**config.mk**
```make
export PLATFORM = sky130hd
export DESIGN_NAME = shell_command_lexer_core
export DESIGN_NICKNAME = d
export VERILOG_FILES = /design/src/sv/scl_pkg.sv /design/src/sv/scl_lex.sv /design/src/sv/scl_outq.sv /design/src/sv/shell_command_lexer_core.sv
export SDC_FILE = /design/constraint.sdc
export NUM_CORES = 1
export LEC_CHECK = 0
export ABC_CLOCK_PERIOD_IN_PS = 5640
export BUFFER_PORTS_ARGS = -buffer_cell sky130_fd_sc_hd__buf_2
export CAP_MARGIN = 20
export CORE_UTILIZATION = 63
export DETAILED_ROUTE_END_ITERATION = 7
export HOLD_SLACK_MARGIN = 0.08
export MAX_ROUTING_LAYER = met4
export PLACE_DENSITY_LB_ADDON = 0.15
export SYNTH_ARGS = -nofsm -noshare
export SYNTH_HDL_FRONTEND = slang
export SYNTH_SLANG_ARGS = --single-unit
```
**constraint.sdc**
```tcl
create_clock -name i_clk -period 5.64 [get_ports i_clk]
set_input_delay 0.282 -clock i_clk [delete_from_list [all_inputs] [get_ports i_clk]]
set_output_delay 0.282 -clock i_clk [all_outputs]
set_load 0.05 [all_outputs]
```
**src/sv/scl_pkg.sv**
```systemverilog
`default_nettype none

package scl_pkg;

    localparam int MAX_WORD    = 64;
    localparam int NUMBER_BITS = 16;
    localparam int LINE_LENGTH = 256;
    localparam int POS_LIMIT   = (LINE_LENGTH - 1 < 255) ? (LINE_LENGTH - 1) : 255;
    localparam int MAX_RESULTS = 3;
    localparam int NUM_KW      = 6;

    localparam logic [2:0] PK_NONE   = 3'd0;
    localparam logic [2:0] PK_LT     = 3'd1;
    localparam logic [2:0] PK_GT     = 3'd2;
    localparam logic [2:0] PK_ASSIGN = 3'd3;
    localparam logic [2:0] PK_BANG   = 3'd4;
    localparam logic [2:0] PK_NUM    = 3'd5;
    localparam logic [2:0] PK_WORD   = 3'd6;

    localparam logic [4:0] TK_EOF    = 5'd0;
    localparam logic [4:0] TK_SEMI   = 5'd1;
    localparam logic [4:0] TK_DOLLAR = 5'd2;
    localparam logic [4:0] TK_HASH   = 5'd3;
    localparam logic [4:0] TK_LPAREN = 5'd4;
    localparam logic [4:0] TK_RPAREN = 5'd5;
    localparam logic [4:0] TK_QUOTE  = 5'd6;
    localparam logic [4:0] TK_LT     = 5'd7;
    localparam logic [4:0] TK_LE     = 5'd8;
    localparam logic [4:0] TK_GT     = 5'd9;
    localparam logic [4:0] TK_GE     = 5'd10;
    localparam logic [4:0] TK_ASSIGN = 5'd11;
    localparam logic [4:0] TK_EQ     = 5'd12;
    localparam logic [4:0] TK_NE     = 5'd13;
    localparam logic [4:0] TK_PLUS   = 5'd14;
    localparam logic [4:0] TK_MINUS  = 5'd15;
    localparam logic [4:0] TK_STAR   = 5'd16;
    localparam logic [4:0] TK_SLASH  = 5'd17;
    localparam logic [4:0] TK_PCT    = 5'd18;
    localparam logic [4:0] TK_NUMBER = 5'd19;
    localparam logic [4:0] TK_KW0    = 5'd20;
    localparam logic [4:0] TK_IDENT  = 5'd26;
    localparam logic [4:0] TK_ERROR  = 5'd27;

    localparam logic [7:0] CH_SEMI   = 8'h3B;
    localparam logic [7:0] CH_DOLLAR = 8'h24;
    localparam logic [7:0] CH_HASH   = 8'h23;
    localparam logic [7:0] CH_LPAREN = 8'h28;
    localparam logic [7:0] CH_RPAREN = 8'h29;
    localparam logic [7:0] CH_QUOTE  = 8'h27;
    localparam logic [7:0] CH_PLUS   = 8'h2B;
    localparam logic [7:0] CH_MINUS  = 8'h2D;
    localparam logic [7:0] CH_STAR   = 8'h2A;
    localparam logic [7:0] CH_SLASH  = 8'h2F;
    localparam logic [7:0] CH_PCT    = 8'h25;
    localparam logic [7:0] CH_LT     = 8'h3C;
    localparam logic [7:0] CH_GT     = 8'h3E;
    localparam logic [7:0] CH_EQ     = 8'h3D;
    localparam logic [7:0] CH_BANG   = 8'h21;
    localparam logic [7:0] CH_DOT    = 8'h2E;
    localparam logic [7:0] CH_ZERO   = 8'h30;

    localparam logic [2:0] KW_LEN [NUM_KW] = '{3'd4, 3'd4, 3'd3, 3'd2, 3'd3, 3'd5};
    localparam logic [7:0] KW_TEXT [NUM_KW][5] = '{
        '{8'h65, 8'h6C, 8'h73, 8'h65, 8'h00},
        '{8'h65, 8'h6C, 8'h69, 8'h66, 8'h00},
        '{8'h65, 8'h6E, 8'h64, 8'h00, 8'h00},
        '{8'h69, 8'h66, 8'h00, 8'h00, 8'h00},
        '{8'h73, 8'h65, 8'h74, 8'h00, 8'h00},
        '{8'h77, 8'h68, 8'h69, 8'h6C, 8'h65}
    };

    typedef struct packed {
        logic [4:0]  kind;
        logic [7:0]  start;
        logic [6:0]  wlen;
        logic [15:0] value;
        logic        warn;
    } t_tok;

    typedef struct packed {
        t_tok [MAX_RESULTS-1:0] toks;
        logic [1:0]             count;
    } t_step_res;

endpackage

`default_nettype wire

```
**src/sv/scl_lex.sv**
```systemverilog
`default_nettype none

module scl_lex (
    input  wire logic             i_clk,
    input  wire logic             i_rst_n,
    input  wire logic             i_en,
    input  wire logic [7:0]       i_ch,
    input  wire logic             i_eol,
    output scl_pkg::t_step_res    o_res
);

    localparam int NB = scl_pkg::NUMBER_BITS;

    logic [2:0]    r_pk, n_pk;
    logic [NB-1:0] r_acc, n_acc;
    logic [7:0]    r_pos, n_pos;
    logic [7:0]    r_ts, n_ts;
    logic [6:0]    r_wc, n_wc;
    logic [5:0]    r_mask, n_mask;

    scl_pkg::t_tok [scl_pkg::MAX_RESULTS-1:0] v_tok;
    logic [1:0] v_n;
    logic       v_used;
    logic [4:0] v_single;
    logic [2:0] v_pend;

    function automatic logic is_space(input logic [7:0] c);
        return (c == 8'd32) || (c >= 8'd9 && c <= 8'd13);
    endfunction

    function automatic logic is_digit(input logic [7:0] c);
        return c >= 8'd48 && c <= 8'd57;
    endfunction

    function automatic logic is_alnum(input logic [7:0] c);
        return is_digit(c) || (c >= 8'd65 && c <= 8'd90) || (c >= 8'd97 && c <= 8'd122);
    endfunction

    function automatic logic [7:0] kw_byte(input int k, input logic [6:0] idx);
        logic [7:0] b;
        b = 8'd0;
        if (idx < 7'd5) begin
            b = scl_pkg::KW_TEXT[k][idx[2:0]];
        end
        return b;
    endfunction

    function automatic logic [5:0] word_mask(input logic [5:0] m, input logic [6:0] wc,
                                             input logic [7:0] c);
        logic [5:0] r;
        r = m;
        for (int k = 0; k < scl_pkg::NUM_KW; k++) begin
            if (wc >= 7'(scl_pkg::KW_LEN[k]) || kw_byte(k, wc) != c) begin
                r[k] = 1'b0;
            end
        end
        return r;
    endfunction

    function automatic logic [4:0] word_kind(input logic [5:0] m, input logic [6:0] wc);
        logic [4:0] kd;
        kd = scl_pkg::TK_IDENT;
        for (int k = scl_pkg::NUM_KW - 1; k >= 0; k--) begin
            if (m[k] && 7'(scl_pkg::KW_LEN[k]) == wc) begin
                kd = scl_pkg::TK_KW0 + 5'(k);
            end
        end
        return kd;
    endfunction

    function automatic scl_pkg::t_tok mk_tok(input logic [4:0] kd, input logic [7:0] st,
                                             input logic [6:0] wl, input logic [NB-1:0] val,
                                             input logic wn);
        scl_pkg::t_tok t;
        t.kind  = kd;
        t.start = st;
        t.wlen  = wl;
        t.value = 16'(val);
        t.warn  = wn;
        return t;
    endfunction

    function automatic scl_pkg::t_tok flush_tok(input logic [2:0] pk, input logic [7:0] ts,
                                                input logic [NB-1:0] acc, input logic [6:0] wc,
                                                input logic [5:0] m, input logic wn);
        scl_pkg::t_tok t;
        t = mk_tok(scl_pkg::TK_ERROR, ts, 7'd0, '0, 1'b0);
        unique case (pk)
            scl_pkg::PK_LT:     t.kind = scl_pkg::TK_LT;
            scl_pkg::PK_GT:     t.kind = scl_pkg::TK_GT;
            scl_pkg::PK_ASSIGN: t.kind = scl_pkg::TK_ASSIGN;
            scl_pkg::PK_NUM:    t = mk_tok(scl_pkg::TK_NUMBER, ts, 7'd0, acc, wn);
            scl_pkg::PK_WORD:   t = mk_tok(word_kind(m, wc), ts, wc, '0, 1'b0);
            default:            t.kind = scl_pkg::TK_ERROR;
        endcase
        return t;
    endfunction

    function automatic logic [4:0] combo_kind(input logic [2:0] pk);
        logic [4:0] kd;
        unique case (pk)
            scl_pkg::PK_LT:     kd = scl_pkg::TK_LE;
            scl_pkg::PK_GT:     kd = scl_pkg::TK_GE;
            scl_pkg::PK_ASSIGN: kd = scl_pkg::TK_EQ;
            default:            kd = scl_pkg::TK_NE;
        endcase
        return kd;
    endfunction

    always_comb begin
        unique case (i_ch)
            scl_pkg::CH_SEMI:   v_single = scl_pkg::TK_SEMI;
            scl_pkg::CH_DOLLAR: v_single = scl_pkg::TK_DOLLAR;
            scl_pkg::CH_HASH:   v_single = scl_pkg::TK_HASH;
            scl_pkg::CH_LPAREN: v_single = scl_pkg::TK_LPAREN;
            scl_pkg::CH_RPAREN: v_single = scl_pkg::TK_RPAREN;
            scl_pkg::CH_QUOTE:  v_single = scl_pkg::TK_QUOTE;
            scl_pkg::CH_PLUS:   v_single = scl_pkg::TK_PLUS;
            scl_pkg::CH_MINUS:  v_single = scl_pkg::TK_MINUS;
            scl_pkg::CH_STAR:   v_single = scl_pkg::TK_STAR;
            scl_pkg::CH_SLASH:  v_single = scl_pkg::TK_SLASH;
            scl_pkg::CH_PCT:    v_single = scl_pkg::TK_PCT;
            default:            v_single = scl_pkg::TK_EOF;
        endcase
        unique case (i_ch)
            scl_pkg::CH_LT:   v_pend = scl_pkg::PK_LT;
            scl_pkg::CH_GT:   v_pend = scl_pkg::PK_GT;
            scl_pkg::CH_EQ:   v_pend = scl_pkg::PK_ASSIGN;
            scl_pkg::CH_BANG: v_pend = scl_pkg::PK_BANG;
            default:          v_pend = scl_pkg::PK_NONE;
        endcase
    end

    always_comb begin
        n_pk   = r_pk;
        n_acc  = r_acc;
        n_pos  = r_pos;
        n_ts   = r_ts;
        n_wc   = r_wc;
        n_mask = r_mask;
        v_tok  = '0;
        v_n    = 2'd0;
        v_used = 1'b0;

        unique case (r_pk)
            scl_pkg::PK_LT, scl_pkg::PK_GT, scl_pkg::PK_ASSIGN, scl_pkg::PK_BANG: begin
                if (i_ch == scl_pkg::CH_EQ) begin
                    v_tok[v_n] = mk_tok(combo_kind(r_pk), r_ts, 7'd0, '0, 1'b0);
                    v_n = v_n + 2'd1;
                    n_pk = scl_pkg::PK_NONE;
                    v_used = 1'b1;
                end
            end
            scl_pkg::PK_NUM: begin
                if (is_digit(i_ch)) begin
                    n_acc = (r_acc << 3) + (r_acc << 1) + NB'(i_ch - scl_pkg::CH_ZERO);
                    v_used = 1'b1;
                end
            end
            scl_pkg::PK_WORD: begin
                if (is_alnum(i_ch)) begin
                    n_mask = word_mask(r_mask, r_wc, i_ch);
                    n_wc = r_wc + 7'd1;
                    v_used = 1'b1;
                    if (n_wc >= 7'(scl_pkg::MAX_WORD)) begin
                        v_tok[v_n] = mk_tok(word_kind(n_mask, n_wc), r_ts, n_wc, '0, 1'b0);
                        v_n = v_n + 2'd1;
                        n_pk = scl_pkg::PK_NONE;
                        n_wc = 7'd0;
                        n_mask = 6'h3F;
                    end
                end
            end
            default: n_pk = scl_pkg::PK_NONE;
        endcase

        if (!v_used) begin
            if (n_pk != scl_pkg::PK_NONE) begin
                v_tok[v_n] = flush_tok(n_pk, n_ts, n_acc, n_wc, n_mask,
                                       i_ch == scl_pkg::CH_DOT);
                v_n = v_n + 2'd1;
                n_acc = '0;
                n_wc = 7'd0;
                n_mask = 6'h3F;
                n_pk = scl_pkg::PK_NONE;
            end
            if (!is_space(i_ch)) begin
                if (v_single != scl_pkg::TK_EOF) begin
                    v_tok[v_n] = mk_tok(v_single, r_pos, 7'd0, '0, 1'b0);
                    v_n = v_n + 2'd1;
                end else if (v_pend != scl_pkg::PK_NONE) begin
                    n_pk = v_pend;
                    n_ts = r_pos;
                end else if (is_digit(i_ch)) begin
                    n_pk = scl_pkg::PK_NUM;
                    n_ts = r_pos;
                    n_acc = NB'(i_ch - scl_pkg::CH_ZERO);
                end else begin
                    n_pk = scl_pkg::PK_WORD;
                    n_ts = r_pos;
                    n_mask = word_mask(6'h3F, 7'd0, i_ch);
                    n_wc = 7'd1;
                    if (n_wc >= 7'(scl_pkg::MAX_WORD)) begin
                        v_tok[v_n] = mk_tok(word_kind(n_mask, n_wc), r_pos, n_wc, '0, 1'b0);
                        v_n = v_n + 2'd1;
                        n_pk = scl_pkg::PK_NONE;
                        n_wc = 7'd0;
                        n_mask = 6'h3F;
                    end
                end
            end
        end

        if (r_pos < 8'(scl_pkg::POS_LIMIT)) begin
            n_pos = r_pos + 8'd1;
        end

        if (i_eol) begin
            if (n_pk != scl_pkg::PK_NONE) begin
                v_tok[v_n] = flush_tok(n_pk, n_ts, n_acc, n_wc, n_mask, 1'b0);
                v_n = v_n + 2'd1;
            end
            v_tok[v_n] = mk_tok(scl_pkg::TK_EOF, n_pos, 7'd0, '0, 1'b0);
            v_n = v_n + 2'd1;
            n_pk   = scl_pkg::PK_NONE;
            n_acc  = '0;
            n_pos  = 8'd0;
            n_ts   = 8'd0;
            n_wc   = 7'd0;
            n_mask = 6'h3F;
        end
    end

    assign o_res = {v_tok, v_n};

    always_ff @(posedge i_clk) begin
        if (!i_rst_n) begin
            r_pk   <= scl_pkg::PK_NONE;
            r_acc  <= '0;
            r_pos  <= 8'd0;
            r_ts   <= 8'd0;
            r_wc   <= 7'd0;
            r_mask <= 6'h3F;
        end else if (i_en) begin
            r_pk   <= n_pk;
            r_acc  <= n_acc;
            r_pos  <= n_pos;
            r_ts   <= n_ts;
            r_wc   <= n_wc;
            r_mask <= n_mask;
        end
    end

    a_eol_clears: assert property (@(posedge i_clk) disable iff (!i_rst_n)
        i_en && i_eol |=> r_pos == 8'd0 && r_pk == scl_pkg::PK_NONE)
        else $error("Line end did not return the lexer to its start state.");

    a_eol_last_eof: assert property (@(posedge i_clk) disable iff (!i_rst_n)
        i_en && i_eol |-> v_n != 2'd0 && v_tok[v_n - 2'd1].kind == scl_pkg::TK_EOF)
        else $error("Line end did not finish with an end-of-file token.");

    a_word_bound: assert property (@(posedge i_clk) disable iff (!i_rst_n)
        r_wc < 7'(scl_pkg::MAX_WORD))
        else $error("Pending word length reached the word limit.");

endmodule

`default_nettype wire

```
**src/sv/scl_outq.sv**
```systemverilog
`default_nettype none

module scl_outq (
    input  wire logic                i_clk,
    input  wire logic                i_rst_n,
    input  wire logic                i_load,
    input  wire scl_pkg::t_step_res  i_res,
    output logic                     o_can_load,
    output logic                     o_valid,
    input  wire logic                i_ready,
    output scl_pkg::t_tok            o_tok,
    output logic                     o_last
);

    scl_pkg::t_tok r_buf [scl_pkg::MAX_RESULTS];
    logic [1:0]    r_cnt;
    logic [1:0]    r_head;
    logic          pop;

    assign o_valid    = r_cnt != 2'd0;
    assign pop        = o_valid && i_ready;
    assign o_can_load = (r_cnt == 2'd0) || (r_cnt == 2'd1 && i_ready);
    assign o_tok      = r_buf[r_head];
    assign o_last     = r_cnt == 2'd1;

    always_ff @(posedge i_clk) begin
        if (!i_rst_n) begin
            r_cnt  <= 2'd0;
            r_head <= 2'd0;
        end else if (i_load) begin
            r_cnt  <= i_res.count;
            r_head <= 2'd0;
        end else if (pop) begin
            r_cnt  <= r_cnt - 2'd1;
            r_head <= r_head + 2'd1;
        end
    end

    always_ff @(posedge i_clk) begin
        if (i_load) begin
            for (int k = 0; k < scl_pkg::MAX_RESULTS; k++) begin
                r_buf[k] <= i_res.toks[k];
            end
        end
    end

    a_span: assert property (@(posedge i_clk) disable iff (!i_rst_n)
        {1'b0, r_head} + {1'b0, r_cnt} <= 3'(scl_pkg::MAX_RESULTS))
        else $error("Result queue read past its last entry.");

    a_load_shows: assert property (@(posedge i_clk) disable iff (!i_rst_n)
        i_load && i_res.count != 2'd0 |=> o_valid && r_head == 2'd0)
        else $error("Loaded results were not presented.");

    a_last_drains: assert property (@(posedge i_clk) disable iff (!i_rst_n)
        pop && o_last && !i_load |=> !o_valid)
        else $error("Queue still held results after the last one left.");

endmodule

`default_nettype wire

```
**src/sv/shell_command_lexer_core.sv**
```systemverilog
`default_nettype none

// Streaming command-line lexer: one character per input transaction, up to three tokens
// per character on the output, one token per output transaction; the token that ends the
// results of a character carries last_of_run, and a character marked end_of_line always
// ends with an end-of-file token and restarts the line. A character is lexed from the input
// register once the result queue can take its tokens, so the input takes one character per
// cycle while the consumer keeps up and each character yields at most one token; a character
// with several tokens holds the input until the single output port of the result queue is
// passing its last token on.
module shell_command_lexer_core (
    input  wire logic        i_clk,
    input  wire logic        i_rst_n,
    input  wire logic        i_in_valid,
    output logic             o_in_ready,
    input  wire logic [7:0]  i_ch,
    input  wire logic        i_end_of_line,
    output logic             o_out_valid,
    input  wire logic        i_out_ready,
    output logic [4:0]       o_token_kind,
    output logic [7:0]       o_start_position,
    output logic [6:0]       o_word_length,
    output logic [15:0]      o_number_value,
    output logic             o_number_warning,
    output logic             o_last_of_run
);

    logic       r_in_valid;
    logic [7:0] r_ch;
    logic       r_eol;
    logic       can_load;
    logic       adv;

    scl_pkg::t_step_res step_res;
    scl_pkg::t_tok      head_tok;

    assign adv        = r_in_valid && can_load;
    assign o_in_ready = !r_in_valid || can_load;

    always_ff @(posedge i_clk) begin
        if (!i_rst_n) begin
            r_in_valid <= 1'b0;
        end else if (o_in_ready) begin
            r_in_valid <= i_in_valid;
        end
    end

    always_ff @(posedge i_clk) begin
        if (o_in_ready && i_in_valid) begin
            r_ch  <= i_ch;
            r_eol <= i_end_of_line;
        end
    end

    scl_lex u_lex (
        .i_clk   (i_clk),
        .i_rst_n (i_rst_n),
        .i_en    (adv),
        .i_ch    (r_ch),
        .i_eol   (r_eol),
        .o_res   (step_res)
    );

    scl_outq u_outq (
        .i_clk      (i_clk),
        .i_rst_n    (i_rst_n),
        .i_load     (adv),
        .i_res      (step_res),
        .o_can_load (can_load),
        .o_valid    (o_out_valid),
        .i_ready    (i_out_ready),
        .o_tok      (head_tok),
        .o_last     (o_last_of_run)
    );

    assign o_token_kind     = head_tok.kind;
    assign o_start_position = head_tok.start;
    assign o_word_length    = head_tok.wlen;
    assign o_number_value   = head_tok.value;
    assign o_number_warning = head_tok.warn;

    a_hold_stalled: assert property (@(posedge i_clk) disable iff (!i_rst_n)
        r_in_valid && !can_load |=> r_in_valid && $stable(r_ch) && $stable(r_eol))
        else $error("A registered character was lost while the queue was busy.");

endmodule

`default_nettype wire
```
Yosys cells after proc, flatten, opt, wreduce, memory -nomap -nowiden
Memories as Yosys holds them, arrays and structs flattened. A register that Yosys moved wholly into a read port is not among the register bits.
Cells that the tools add are included.

cells by class
  add/sub/neg operators = 11
  order comparisons = 24
  equality and inequality tests = 56
  multiplexer cells = 197
  bitwise operators = 2
  reduce and logical (&&, ||, !) cells = 51

operators by type and width
  kind                                                  count
  2-to-1 mux 111 bit                                    8
  2-to-1 mux 8 bit                                      56
  bitwise mux 111 bit                                   4
  demux 37 bit (select 2 bit)                           4
  2-to-1 mux 37 bit                                     6
  2-to-1 mux 16 bit                                     9
  equality test 8 x 6 -> 1 bit (second input constant)  17
  2-to-1 mux 32 bit                                     4
  one-hot mux 24 bit (2 select lines)                   2
  != test 8 bit                                         10
  one-hot mux 37 bit (2 select lines)                   1
  2-to-1 mux 7 bit                                      10
  2-to-1 mux 6 bit                                      10
  one-hot mux 5 bit (11 select lines)                   1
  one-hot mux 5 bit (5 select lines)                    2
  equality test 2 x 7 -> 1 bit (first input constant)   6
  equality test 3 x 7 -> 1 bit (first input constant)   6
  2-to-1 mux 2 bit                                      20
  2-to-1 mux 4 bit                                      10
  2-to-1 mux 36 bit                                     1
  adder 16 bit                                          2
  logical AND 1 bit                                     30
  2-to-1 mux 5 bit                                      6
  2-to-1 mux 1 bit                                      29
  38 further kinds                                      87

word-level totals
  register bits after elaboration = 62
  RAM bits = 111
  ROM bits = 384
  input port bits = 13
  output and inout bits = 40
  word-level logic and storage cells = 359
  memories kept = 7

memories
  memory           words  width  read ports  clocked after memory_dff  write ports  line            source
  u_outq.r_buf     3      37     1           1                         3            scl_outq.sv:15  scl_pkg::t_tok r_buf [scl_pkg::MAX_RESULTS];
  (no name shown)  8      8      1           0                         0            scl_lex.sv:43   b = scl_pkg::KW_TEXT[k][idx[2:0]];
  (no name shown)  8      8      1           0                         0            scl_lex.sv:43
  (no name shown)  8      8      1           0                         0            scl_lex.sv:43
  (no name shown)  8      8      1           0                         0            scl_lex.sv:43
  (no name shown)  8      8      1           0                         0            scl_lex.sv:43
  1 more memories  --     --     --          --                        --           --

Depth between registers and ports, before layout
  depth after elaboration = 37
  mapped depth = 25
  depth with buffers taken out = 23

Modules after synthesis
A second synthesis with hierarchy kept.

second synthesis, totals
  cell total of the unflattened synthesis = 1335
  area, all modules = 11907.7 um2

modules (own cells, without submodules)
  module                    times used  cells an instance  area each (um2)  seq. area each (um2)
  scl_lex                   1           1057               7171.9           960.9
  scl_outq                  1           263                4400.5           3453.3
  shell_command_lexer_core  1           15                 335.3            290.3

Least setup slack after synthesis
OpenSTA, ideal clock, no wires.

  path kind = register -> register
  from = reg r_ch[4]
  to = mem u_outq.r_buf[0][8] (netlist name) (data pin)
  setup time = 0.153 ns
  data arrival time = 4.823 ns
  data required time = 5.487 ns
  setup slack = 0.664 ns
  cell stages (with the launch flop) = 25
  buffers on the path = 3
  clock period less this slack = 4.976 ns
  path through = edfxtp_1 > clkbuf_1 > inv_1 > ha_1 > o41a_1 > o221a_2 > o31ai_4 > nor2_2 > nor2_2 > inv_2 > ha_1 > xnor2_1 > a21o_1 > inv_1 > ha_1 > nand2_1 > o21ai_0 > ha_1 > clkbuf_1 > inv_1 > nor2_1 > a31oi_1 > nand4_1 > buf_2 > o22ai_1

RTL lines
  what                    line                            source
  from (decl)             shell_command_lexer_core.sv:29  logic [7:0] r_ch;
  from (signal assigned)  shell_command_lexer_core.sv:50  r_ch <= i_ch;
  to (decl)               scl_outq.sv:15

==> impl_results.md <==
* Die height at 136 um
* Fin crit period at 5.13 ns
* Fmax at 0.195 GHz
* Dpl cells at 1,499
* Area share of the largest cell type after synthesis at 31.6%
* IO Count at 53
* Number of synthesized flops with an enable pin at 119
* CTS max path bufs at 2
* Core outline area at 0.0174 mm^2
* Ys Warns at 0
* Synth cell types at 82
* DRT iter0 DRCs at 1,171
* TritonCTS clock tree: yes
* GRT Total Usage at 37.3%
* Async S/R FF share, synth at 0%
* Setup TNS at 0 ns
* Total chip power at 4.23 mW
* CTS Buf Count at 17
* Worst skew pair latency at 0.44 ns
* Placer Congestion at 0.953
* First-pass GRT wire length at 50,800 um
* Sw Share at 37.3%
* Final Cycle Share at 90.9%
* Synth top area cells: edfxtp_1, dfxtp_1, mux2i_1
* DR vias/cell at 6.59
* CP max FO at 12
* PD cells at 337 mW/mm^2
* Max-slew violation count at 0
* Ant diodes at 0
* Initial core utilization at 64.8%
* Sequential-to-total area share from yosys stat at 41.4%
* Routed Antenna Nets at 0
* Largest net degree at the start of global routing at 74
* Synth cell count leaders: nand2_1, nor2_1, edfxtp_1
* # DRC at 0
* PnR worst setup slack at 0.514 ns
* Fraction of layout cells with a size suffix above 1 at 11.3%
* Max_cap viols at 0
* Initial antenna violation count at 0
* Clock power frac at 30.6%
* Worst Hold Class: input pin to flop
* Leak Pwr at 4.50 nW
* Cell count after synthesis at 1,261
* Fin Clk Skew at 0.00941 ns
* Most used cell, CP: o21ai_0
* Syn-to-layout area delta at 11.2%
* Vias at 10,100
* R2R setup slack at 0.51 ns
* CP Launch Type: flop
* PortBufs at 52
* Dpl cell area at 0.0118 mm^2
* Crit. End Element: flop
* Worst path bufs/invs at 3
* Vias in the first global route at 9,408
* Global route overflow at 0
* CP startpoint: r_ch[2]
* Worst Path Required at 5.82 ns
* Drt total wl at 32,700 um
* Clk root buf: clkbuf_16
* Least-Margin Pin Slew at 1.13 ns
* CP max-delay cell: edfxtp_1
* Sequential power share at 38.1%
* Reg2Reg Depth at 22
* Row cnt at 48
* Main synth FF type: edfxtp_1
* Number of cells on the critical path at 22
* Routed len/inst at 21.2 um
* CTS HTree Levels at 4
* Layout Nets at 1,367
* CTS Sinks at 174
* Die area at 0.0185 mm^2
* Worst r2r src: r_ch[2]
* Internal at 2.65 mW
* Yosys reg bits at 174
* Drt pass-1 iters at 6
* Delay-heaviest family, CP: compound AO/OA/AOI/OAI gates
* Hold Vio Cnt, Final at 0
* Crit-path cells: o41a_1 -> o221a_2 -> nor3_2 -> o21ai_0 -> nand2_1 -> inv_1 -> ha_1 -> and3_1 -> nor2_1 -> o21ai_0 -> ha_1 -> nand2_1 -> o21ai_0 -> ha_1 -> inv_1 -> nor2_1 -> a31oi_1 -> buf_4 -> a2bb2oi_1 -> nor2_1 -> o21ai_0 -> o21ai_1
* VDD IR max at 0.274 mV
* Slowest stage delay, CP at 0.55 ns
* Worst r2r dst: u_outq.r_buf[0][20]
* Gate power share at 31.3%
* Dpl hpwl at 22,500 um
* Die Width at 136 um
* Setup violators final at 0
* Critical Path End: u_outq.r_buf[0][20]
* Clock-pin slew on the worst setup and hold paths at 0.07 ns
* Pre-CTS setup slack at 0.490 ns
* Worst path arrival time at 5.31 ns
* Fin area at 0.0126 mm^2
* Synth area leader: edfxtp_1
* Syn Area/Cell at 8.95 um^2
* Mapped Area at 0.0113 mm^2
* Crit Path Class: flop to flop
* Status: finished clean
* RSZ-0062 raised after global routing: false
* Non-Filler Instances at 1,540
* Most common cell in the netlist: nand2_1
* Max transition margin at 24.4%
* P_sw at 1.58 mW
power by group through the flow:
| stage | combinational, mW | sequential [mW] | clock, mW |
|---|---|---|---|
| floorplan | 0.957 | 1.61 | 0 |
| global placement | 1.28 | 1.63 | 0 |
| detailed placement | 1.29 | 1.63 | 0 |
| CTS | 1.31 | 1.61 | 1.30 |
| global route | 1.41 | 1.62 | 1.35 |
| finish | 1.32 | 1.61 | 1.29 |
through the flow:
stage | hold slack, ns | util [%]
after detailed placement | 0.452 | 67.9
after CTS | 0.0818 | 72.0
after global placement | 0.434 | 67.9
final | 0.0876 | 72.1
after global routing | 0.115 | 72.1
after floorplan | 0.381 | -
final cells by class:
cell class / instances / area [um^2]
Sequential cell: 174 / 4680
Tap cell: 225 / 282
Inverter: 52 / 198
Clock buffer: 19 / 433
Timing Repair Buffer: 101 / 651
Fill cell: 1354 / 4860
Clock inverter: 13 / 200
Multi-Input combinational cell: 956 / 6110
worst min path at each step:
| stage | startpoint | end | slack [ns] | depth (start not counted) |
|---|---|---|---|---|
| 2_1_floorplan | i_ch[0] | r_ch[0] | 0.38 | 0 |
| 4_1_cts | i_in_valid | r_in_valid | 0.08 | 3 |
| 3_3_place_gp | u_lex.r_acc[4] | u_lex.r_acc[4] | 0.43 | 2 |
| 6_report | i_in_valid | r_in_valid | 0.09 | 3 |
| 5_1_grt | i_in_valid | r_in_valid | 0.12 | 3 |
| 3_5_place_dp | u_lex.r_acc[4] | u_lex.r_acc[4] | 0.45 | 2 |
cell usage in the layout (no fill, tap or decap), types with 7 or more instances in the layout:
master and instances:
a22o_1 14, o21ai_1 12, a22oi_1 10, inv_1 48, nand2b_1 14, a211oi_1 11
o32ai_1 7, a31oi_1 15, dlygate4sd3_1 9, ha_1 38, o22ai_1 44, xnor2_1 35
nor2b_1 12, and2_1 13, nand3_1 28, nand2_1 154, mux2i_1 58, fa_1 13
nor2_1 124, and3_1 16, nor3_1 19, o21ai_0 108, edfxtp_1 119, a21oi_1 63
clkbuf_16 17, o211ai_1 8, or3_1 7, nand4_1 13, xor2_1 11, buf_2 52
dfxtp_1 53, buf_4 40
flip-flops by register name, indices dropped and copies added (netlist names), named ones only:
signal / cells
r_ch: 8
r_eol: 1
r_in_valid: 1
u_lex.r_acc: 16
u_lex.r_mask: 6
u_lex.r_pk: 3
u_lex.r_pos: 8
u_lex.r_ts: 8
u_lex.r_wc: 7
u_outq.r_buf: 110
u_outq.r_cnt: 2
u_outq.r_head: 2
routing by layer:
metal  GRT usage, %  up-vias  part of all wire [%]  wire length, um
met1           49.1     4765                    42            13700
met4           11.9        0                   2.2              717
met3           8.80       87                   9.6             3140
met5              -        -                     0                0
met2           56.9      608                    46            15100
li1               -     4688                     -                -
worst reg2reg max path, stage by stage, from the launching register on:
cell       delay (ns)
edfxtp_1         0.55
o41a_1           0.49
o221a_2          0.30
nor3_2           0.34
o21ai_0          0.24
nand2_1          0.21
inv_1            0.08
ha_1             0.20
and3_1           0.17
nor2_1           0.14
o21ai_0          0.22
ha_1             0.35
nand2_1          0.04
o21ai_0          0.16
ha_1             0.29
inv_1            0.08
nor2_1           0.08
a31oi_1          0.05
buf_4            0.20
a2bb2oi_1        0.32
nor2_1           0.07
o21ai_0          0.20
o21ai_1          0.09
logic make-up (layout without fill, tap and decap cells):
family	after synthesis	count (layout)	share of synthesized area (%)
XOR/XNOR	46	46	3.57
AND/OR/NAND/NOR	427	427	17.4
buffers and inverters	133	185	4.59
AO/OA/AOI/OAI	370	370	21.2
multiplexers	58	58	5.14
other	1	3	0.0332
adder cells (fa/ha/maj)	52	52	6.63
flip-flops	174	174	41.4
what timing repair did:
| item | CTS | global route |
|---|---|---|
| gates resized for setup | 0 | 2 |
| endpoints found under the setup margin | 0 | 10 |
| endpoints found under the hold margin | 9 | 0 |
| buffers inserted | 0 | 0 |
| hold buffers | 9 | 0 |
Power figures use the tool's default switching activity.
